<file path="src/rtl/core/hts_pkg.sv">
package hts_pkg;

  localparam int BYTE_W                 = 8;
  localparam int NODE_W                 = 9;
  localparam int LIMIT_W                = 32;
  localparam int QUEUE_DEPTH            = 2;
  localparam int MAX_INTERNAL_NODES_DEF = 255;

  localparam logic [LIMIT_W-1:0] LIMIT_RESET = '1;

  localparam logic STATUS_SYMBOL = 1'b0;
  localparam logic STATUS_ERROR  = 1'b1;

  typedef struct packed {
    logic              frame_end;
    logic              frame_start;
    logic [BYTE_W-1:0] in_byte;
  } in_item_t;

  typedef struct packed {
    logic              run_last;
    logic              status;
    logic [BYTE_W-1:0] out_symbol;
  } res_t;

endpackage

</file>
<file path="src/rtl/core/hts_queue.sv">
module hts_queue
  import hts_pkg::*;
#(
  parameter int W = 8
) (
  input  logic         clk,
  input  logic         rst,
  input  logic         in_valid,
  output logic         in_ready,
  input  logic [W-1:0] in_data,
  output logic         out_valid,
  input  logic         out_ready,
  output logic [W-1:0] out_data
);

  localparam int AW = (QUEUE_DEPTH > 1) ? $clog2(QUEUE_DEPTH) : 1;

  logic [W-1:0]  mem [QUEUE_DEPTH];
  logic [AW-1:0] wptr;
  logic [AW-1:0] rptr;
  logic [AW:0]   count;
  logic          push;
  logic          pop;

  assign in_ready  = (count != (AW+1)'(QUEUE_DEPTH));
  assign out_valid = (count != '0);
  assign out_data  = mem[rptr];
  assign push      = in_valid && in_ready;
  assign pop       = out_valid && out_ready;

  always_ff @(posedge clk) begin
    if (push) begin
      mem[wptr] <= in_data;
    end
  end

  always_ff @(posedge clk) begin
    if (rst) begin
      wptr  <= '0;
      rptr  <= '0;
      count <= '0;
    end else begin
      if (push) begin
        wptr <= (wptr == AW'(QUEUE_DEPTH - 1)) ? '0 : wptr + 1'b1;
      end
      if (pop) begin
        rptr <= (rptr == AW'(QUEUE_DEPTH - 1)) ? '0 : rptr + 1'b1;
      end
      case ({push, pop})
        2'b10:   count <= count + 1'b1;
        2'b01:   count <= count - 1'b1;
        default: count <= count;
      endcase
    end
  end

endmodule

</file>
<file path="config.mk">
export PLATFORM = sky130hd
export DESIGN_NAME = hts_queue
export DESIGN_NICKNAME = d
export VERILOG_FILES = /design/src/rtl/core/hts_pkg.sv /design/src/rtl/core/hts_queue.sv
export SDC_FILE = /design/constraint.sdc
export NUM_CORES = 1
export LEC_CHECK = 0
export BUFFER_PORTS_ARGS = -buffer_cell sky130_fd_sc_hd__buf_2
export CAP_MARGIN = 20
export CORE_ASPECT_RATIO = 1.25
export CORE_MARGIN = 1.5
export CORE_UTILIZATION = 40
export DETAILED_ROUTE_END_ITERATION = 12
export HOLD_SLACK_MARGIN = 0.08
export PLACE_DENSITY_LB_ADDON = 0.25
export SLEW_MARGIN = 0
export SYNTH_ARGS = -nofsm -noshare
export SYNTH_HDL_FRONTEND = slang
export SYNTH_SLANG_ARGS = --single-unit
</file>
<file path="constraint.sdc">
create_clock -name clk -period 1.5 [get_ports clk]
set_input_delay 0.075 -clock clk [delete_from_list [all_inputs] [get_ports clk]]
set_output_delay 0.075 -clock clk [all_outputs]
set_load 0.02 [all_outputs]
</file>
Word level (Yosys, flattened, before mapping)
Memory sizes are Yosys's and may differ from the RTL's. A register that Yosys moved wholly into a read port is not among the register bits.
Cells that the tools add are included.
- add/subtract/negate cells: 4
- multiply operators: 0
- divide/modulo/power cells: 0
- $lt $le $gt $ge: 0
- equality and inequality tests: 3
- shift-type cells: 0
- mux-type cells: 7
- bitwise operators: 0
- reductions and logical operators: 4
- operator list (cell ; number):
    1-bit 2-to-1 mux ; 6
    2-bit case mux with 2 select lines ; 1
    2-bit nonzero test ; 2
    1-bit adder (second input constant) ; 2
    2-bit by 1-bit adder with 2-bit output (second input constant) ; 1
    2-bit by 1-bit equality test with 1-bit output (second input constant) ; 1
    2-bit equality test (second input constant) ; 1
    1-bit logical AND ; 2
    2-bit != test (second input constant) ; 1
    2-bit by 1-bit subtractor with 2-bit output (second input constant) ; 1
- bits in registers: 4
- latch bits: 0
- bits in writable memories: 16
- ROM bits: 0
- input bits: 12
- output and inout bits: 10
- word-level logic and storage cells: 22
- memories kept: 1
- memories (memory ; words ; width ; read ports ; clocked after Yosys merged registers in ; write ports ; line ; source):
    mem ; 2 ; 8 ; 1 ; 1 ; 1 ; hts_queue.sv:18 ; logic [W-1:0] mem [QUEUE_DEPTH];

Logic depth before layout (Yosys ltp)
Gate-level depths: netlist of the first run.
- depth in word-level cells: 4
- depth in mapped cells: 6
- gate-level depth less buffers: 6

Worst setup path before layout of the first run
No wires, ideal clock.
- path kind: register to register
- start point: reg count[0]
- end point: reg count[1]
- library setup time: 70 ps
- arrival time: 1530 ps
- required time: 1430 ps
- path slack: -99 ps
- cell stages (with the launch flop): 6
- buffers on the path: 0
- period minus slack after synthesis: 1599 ps
- cell sequence: dfxtp_1 -> nand2b_1 -> nand2_1 -> ha_1 -> or3_1 -> a21oi_1
- word-level cells in the longest chain between the ends: 4
- elaborated cells on any way between the ends: 10
- classes of those cells: add/sub (2); eq/ne (3); mux (1); reduce/logical (4)
- ends and longest elaborated chain (item ; line ; source):
    start, declared ; hts_queue.sv:21 ; logic [AW:0] count;
    start signal, assigned ; hts_queue.sv:50 ; 2'b10: count <= count + 1'b1;
    start signal, assigned ; hts_queue.sv:51 ; 2'b01: count <= count - 1'b1;
    start signal, assigned ; hts_queue.sv:52 ; default: count <= count;
    2-bit != test (*) ; hts_queue.sv:25 ; assign in_ready = (count != (AW+1)'(QUEUE_DEPTH));
    named net in_ready ; hts_queue.sv:9 ; output logic in_ready,
    1-bit logical AND (*) ; hts_queue.sv:28 ; assign push = in_valid && in_ready;
    2-bit by 1-bit equality test with 1-bit output / 2-bit equality test (equally long branches) ; hts_queue.sv:49 ; case ({push, pop})
    2-bit case mux with 2 select lines / 2-bit nonzero test (equally long branches) ; -- ;
The timed path passes the listed nets; every way through them passes the cells marked *.
A chain may end at the register's enable or synchronous reset.

Worst setup path after layout of the first run
- start point: reg count[1]
- end point: reg count[1]
- word-level cells in the longest chain between the ends: 4
- elaborated cells on any way between the ends: 10
- classes of those cells: add/sub (2); eq/ne (3); mux (1); reduce/logical (4)
- ends and longest elaborated chain (item ; line ; source):
    2-bit nonzero test (*) ; hts_queue.sv:26 ; assign out_valid = (count != '0);
    1-bit logical AND (*) ; hts_queue.sv:29 ; assign pop = out_valid && out_ready;
    named net pop ; hts_queue.sv:23 ; logic pop;
    2-bit by 1-bit equality test with 1-bit output / 2-bit equality test (equally long branches) ; hts_queue.sv:49 ;
    2-bit case mux with 2 select lines / 2-bit nonzero test (equally long branches) ; -- ;
Marks and branches as above.

==> metrics.md, run 1 <==
| Metric | Value |
|---|---|
| Final Skew | around 3 ps |
| CP Capture Type | register |
| Die Height | about 53 microns |
| Clock Tree Root | clkbuf_4 |
| Per-cell routed wire length | 13.2 microns |
| Nets | 96 |
| # DRC | 0 |
| DR iter-0 viols | 2 |
| Hold Path Class | primary input to register |
| Antenna cells | 0 |
| DR vias | just over 500 |
| GPL Wtd Cong | 0.642 |
| Postcts setup bufs | 0 |
| Dpl hpwl | 899 microns |
| Startpoint types | register |
| CP arrival | 1670 ps |
| Register bit count reported by yosys | 21 |
| Largest net degree at the start of global routing | 13 |
| Initial antenna violation count | 0 |
| Vias/cell | between 5 and 6 |
| CTS tree | yes |
| Syn_nets | 62 |
| Fraction of layout cells with a size suffix above 1 | 50.0% |
| Final Max Tran Viols | 0 |
| Mapped Cells | 49 |
| RSZ-0062 raised after global routing | false |
| Later-pin clock latency in the skew report | 300 ps |
| Final hold slack | 93.0 ps |
| CP max FO | 5 |
| Synthesized cell area | 798 sq um |
| Num CTS Buffers | 3 |
| Ports | 22 |
| Status | finished, final reports clean |
| Initial cell density of the core | 43.6% |
| Num rows | 17 |
| Pre-antenna DRT Iters | 2 |
| # port buffers | 21 |
| Period utilization | 95.5% |
| Post-Route WL | 1340 microns |
| Endpoints failing hold | 0 |
| Clock Path Buffers | 2 |
| Core Region | 1830 sq um |
| Distinct cells, synth | 19 |
| CTS clock-pin slew for the worst setup and hold paths | 110 ps |
| Tot GR Track Use | between 10% and 20% |
| Vias in the first global route | ~520 |
| Avg Inst Size Synth | between 15 and 20 sq um |
| Critical Path RT | 1740 ps |
| Pwr Density | 1650 nW/um^2 |
| Tmin final | 1430 ps |
| Die Footprint | 2270 sq um |
| Seq/Total Area, Yosys | 72.7% |
| Fillcell total | 161 |
| Final sum of negative setup slack | 0 ps |
| Least-Margin Pin Slew | 425 ps |
| # Max-Cap Violations | 0 |
| YS warnings | 0 |
| Max transition margin | 71.6% |
| Post-route design area | 1070 sq um |
| First-pass GRT wire length | 2020 microns |
| P&R area growth vs syn | 34.0% |
| Crit path kind | register to register |
| CTS H-tree lvls | 1 |
| Power Total | 1.76 mW |
| Placed Area | ~930 sq um |
| Fmax | approximately 700 MHz |
| Final setup vio count | 0 |
| Maximum VDD drop | between 1000 and 1500 uV |
| Leakage power | 0.418 nW |
| Post-Place Cells | 88 |
| Grt ovf | 0 |
| Non-filler cells, final | 101 |
| Clock Sink Count | 21 |
| DRT antenna net count | 0 |
| Die W | 43.0 microns |
[final timing paths]
path / from / to / slack (ps) / depth (start not counted)
hold reg to reg: rptr / rptr / 530 / 2
hold / removal: in_valid / wptr / 90 / 3
setup / recovery: count[1] / count[1] / 70 / 4
setup reg to reg: count[1] / count[1] / 70 / 4
[sequential cells by signal, summed over array words and instances, names as in the netlist, named ones only]
register and count:
count 2, mem 16, rptr 1, wptr 1
[routing by layer]
metal  GRT usage (%)  vias up  share of wire [%]  wire length (microns)
met5               0        -                  0                      0
met4            10.6        0                2.4                     32
met3            2.39        4                5.2                     69
met2            25.3       17                 55                    732
met1            11.2      239                 38                    501
li1                -      246                  -                      -
[synthesized netlist by cell type (all sizes together)]
| cell | count | share of area [%] |
|---|---|---|
| and3 | 1 | 0.78 |
| nand3b | 1 | 0.94 |
| dfxtp | 5 | 13 |
| inv | 1 | 0.47 |
| xnor2 | 2 | 2.2 |
| o21ai | 1 | 0.63 |
| a21oi | 2 | 1.3 |
| or3 | 1 | 0.78 |
| nand2 | 1 | 0.47 |
| or2 | 1 | 0.78 |
| nor2 | 3 | 1.4 |
| buf | 1 | 0.63 |
| nand2b | 1 | 0.78 |
| mux2 | 8 | 11 |
| a21bo | 1 | 1.3 |
| o21a | 1 | 0.94 |
| ha | 1 | 1.6 |
| xor2 | 1 | 1.1 |
| edfxtp | 16 | 60 |
[cell usage in the layout (no fill, tap or decap)]
cell type,count
buf_2,21
edfxtp_1,16
dlygate4sd3_1,9
mux2_2,8
nor2_1,3
clkbuf_4,3
xnor2_1,2
dfxtp_2,2
dfxtp_1,2
o21a_1,1
nand2b_4,1
nand2_1,1
or2_2,1
and3_1,1
nand3b_1,1
inv_1,1
xor2_1,1
a21bo_2,1
a21oi_1,1
o21ai_0,1
or3_1,1
a21oi_2,1
ha_4,1
clkinv_2,1
dfxtp_4,1
[kinds of logic (layout without fill, tap and decap cells)]
kind of cell	after synthesis	in the layout	synth area share, %
adder cells (fa/ha/maj)	1	1	1.57
flip-flops	21	21	72.7
multiplexers	8	8	11.3
AND/OR/NAND/NOR	9	9	5.96
XOR/XNOR	3	3	3.29
buffers and inverters	2	35	1.10
AO/OA/AOI/OAI	5	5	4.08
[layout make-up]
cell class	instances	area [sq um]	share of cell area, %
Multi-Input combinational cell	26	233	21.8
Sequential cell	21	587	54.9
Clock inverter	1	5.00	0.468
Timing Repair Buffer	30	195	18.2
Tap cell	19	23.8	2.22
Clock buffer	3	22.5	2.11
Inverter	1	3.75	0.351
[stage by stage]
stage	utilization, %	setup WS (ps)
floorplan	-	36.5
global placement	50.8	61.5
detailed placement	50.8	-10.2
CTS	58.1	8.33
global route	58.5	9.44
finish	58.5	67.3
[worst max-delay path, cell delays in order, from the launching register on]
cell     delay, ps
dfxtp_2        360
o21a_1         250
ha_4           260
or3_1          360
a21oi_2        140
[where the power goes]
group	switching [mW]	internal, mW	leakage [nW]	total, mW
combinational	0.342	0.312	0.208	0.654
clock	0.162	0.0993	0.0177	0.261
sequential	0.0851	0.762	0.192	0.848
[what timing repair did]
item	4_1_cts	5_1_grt
gates cloned	0	0
hold buffers	9	0
resized for setup	3	3
setup endpoints to repair	1	9
hold endpoints to repair	21	0
Note: power is estimated with default switching activity, not from simulation.
==> run 2: changes to the inputs <==
==> constraint.sdc (replaced) <==
create_clock -name clk -period 1.5 [get_ports clk]
set_input_delay 0.225 -clock clk [delete_from_list [all_inputs] [get_ports clk]]
set_output_delay 0.225 -clock clk [all_outputs]
set_load 0.02 [all_outputs]
==> run 2 against run 1 <==
Compared with the run above: cell count fell by 8.9%; clock skew shrank 0.81 ps; clock power about the same; largest power group unchanged; largest cell class unchanged; critical endpoint is now out_data[6].
==> metrics.md, run 2 (synthesis gave the netlist of run 1 again) <==
| Metric | Value |
|---|---|
| Status | finished, final reports clean |
| Clock Sink Count | 21 (unchanged) |
| Ports | 22 (unchanged) |
| CTS clock-pin slew for the worst setup and hold paths | 110 ps (about the same) |
| Final Max Tran Viols | 0 (unchanged) |
| Fmax | 696 MHz (-0.33%) |
| Num rows | 17 (unchanged) |
| Startpoint types | register |
| Critical Path RT | 1270 ps (-470 ps) |
| Final setup vio count | 0 (unchanged) |
| Largest stage delay, worst path | 420 ps (+60 ps) |
| Fin util | 53.7% (-4.8 points) |
| DRT antenna net count | 0 (unchanged) |
| Crit path kind | register to output pin |
| Tmin final | 1440 ps (+4.79 ps) |
| CP cell instances | mux2_2 -> buf_2 |
| Cts hold-fix bufs | 0 (-9) |
| # port buffers | 21 (unchanged) |
| Period utilization | 95.8% (+0.32 points) |
| Most flops, register | mem |
| Max transition margin | 71.9% (+0.25 points) |
| Initial cell density of the core | 43.6% (unchanged) |
| DR iter-0 viols | 1 (-1) |
| CP max FO | 8 (+3) |
| Pwr Density | 1780 nW/um^2 (+8.0%) |
| Grt ovf | 0 (unchanged) |
| CP arrival | 1210 ps (-460 ps) |
| Regs by FF count | mem x16, count x2 |
| RSZ-0062 raised after global routing | true |
| Nets | 87 (-9.4%) |
| Num CTS Buffers | 3 (unchanged) |
| Endpoints failing hold | 0 (unchanged) |
| First-pass GRT wire length | 1860 microns (-8.2%) |
| CTS tree | yes |
| Clock Tree Root | clkbuf_4 |
| CTS H-tree lvls | 1 (unchanged) |
| DR vias | 467 (-7.7%) |
| Core Region | 1830 sq um (unchanged) |
| Max FFs per register | 16 (unchanged) |
| Placed Area | 930 sq um (unchanged) |
| Tot GR Track Use | 12.1% (-0.87 points) |
| Hold Path Class | primary input to register |
| Final Skew | 2.20 ps (-0.815 ps) |
| P&R area growth vs syn | 23.0% |
| Die Footprint | 2270 sq um (unchanged) |
| Dpl hpwl | 899 microns (unchanged) |
| Die W | 43.0 microns (unchanged) |
| Die Height | 52.9 microns (unchanged) |
| Clock Path Buffers | 2 (unchanged) |
| Per-cell routed wire length | 13.6 microns (+2.7%) |
| Vias in the first global route | 461 (-12%) |
| Most frequent cells in the layout | buf_2 (21), edfxtp_1 (16), mux2_2 (8), nor2_1 (3), clkbuf_4 (3) |
| Least-Margin Pin Slew | 422 ps (-3.77 ps) |
| Later-pin clock latency in the skew report | 300 ps (about the same) |
| # DRC | 0 (unchanged) |
| Post-Route WL | 1250 microns (-6.4%) |
| # Max-Cap Violations | 0 (unchanged) |
| CP max stage cell | dfxtp_4 |
| Vias/cell | 5.08 (+1.3%) |
| GPL Wtd Cong | 0.642 (unchanged) |
| Postcts setup bufs | 0 (unchanged) |
| Post-Place Cells | 88 (unchanged) |
| Non-filler cells, final | 92 (-8.9%) |
| Power Total | 1.75 mW (-0.88%) |
| Fraction of layout cells with a size suffix above 1 | 56.2% (+6.2 points) |
| Maximum VDD drop | 1030 uV (-0.23%) |
| Leakage power | 0.381 nW (-8.9%) |
| CP Capture Type | output pin |
| Post-route design area | 982 sq um (-8.2%) |
| Largest net degree at the start of global routing | 13 (unchanged) |
| Antenna cells | 0 (unchanged) |
| Initial antenna violation count | 0 (unchanged) |
| Commonest non-fill, non-tap cell in the layout | buf_2 |
| Pre-antenna DRT Iters | 2 (unchanged) |
## run 2: report_power, final
part | switching (mW) | internal, mW | total (mW)
combinational | 0.339 | 0.297 | 0.635
clock | 0.161 | 0.0993 | 0.260
sequential | 0.0850 | 0.767 | 0.852
total | 0.584 | 1.16 | 1.75
## run 2: per-layer routing
metal	GRT usage, %	share of wire, %
met1	11.0	37
met2	22.2	54
met3	2.73	6.6
met4	10.6	2.6
met5	0	0
## run 2: path summary, 6_finish.rpt
kind / slack [ps] / to / start / depth (start not counted)
max: 60 / out_data[6] / register / 2
min: 110 / mem[1][0] / in_data[0] / 1
max reg2reg: 70 / count[1] / count[1] / 4
min reg2reg: 530 / rptr / rptr / 2
## run 2: stage by stage
stage	TNS, ps	hold WS (ps)	worst slack, ps
global placement	0	413	61.5
global route	-7.25	83.0	-3.52
detailed placement	-10.2	418	-10.2
floorplan	0	294	36.5
finish	0	111	62.5
CTS	0	99.1	33.2
## run 2: area by class of cell
type | count | area (sq um)
clock buffer | 3 | 22.5
fill | 171 | 847
sequential | 21 | 589
tap | 19 | 23.8
inverter | 1 | 3.75
clock inverter | 1 | 5.00
multi-input combinational | 26 | 233
timing repair buffer | 21 | 105
## run 2: critical path: cells and delay by family (launching register included)
family                 cells  cell delay, ps
flip-flops                 1             420
multiplexers               1             340
buffers and inverters      1             160
## run 2: what timing repair did
item,CTS,global route
setup endpoints to repair,9,5
gates resized for setup,5,2
cloned,0,0
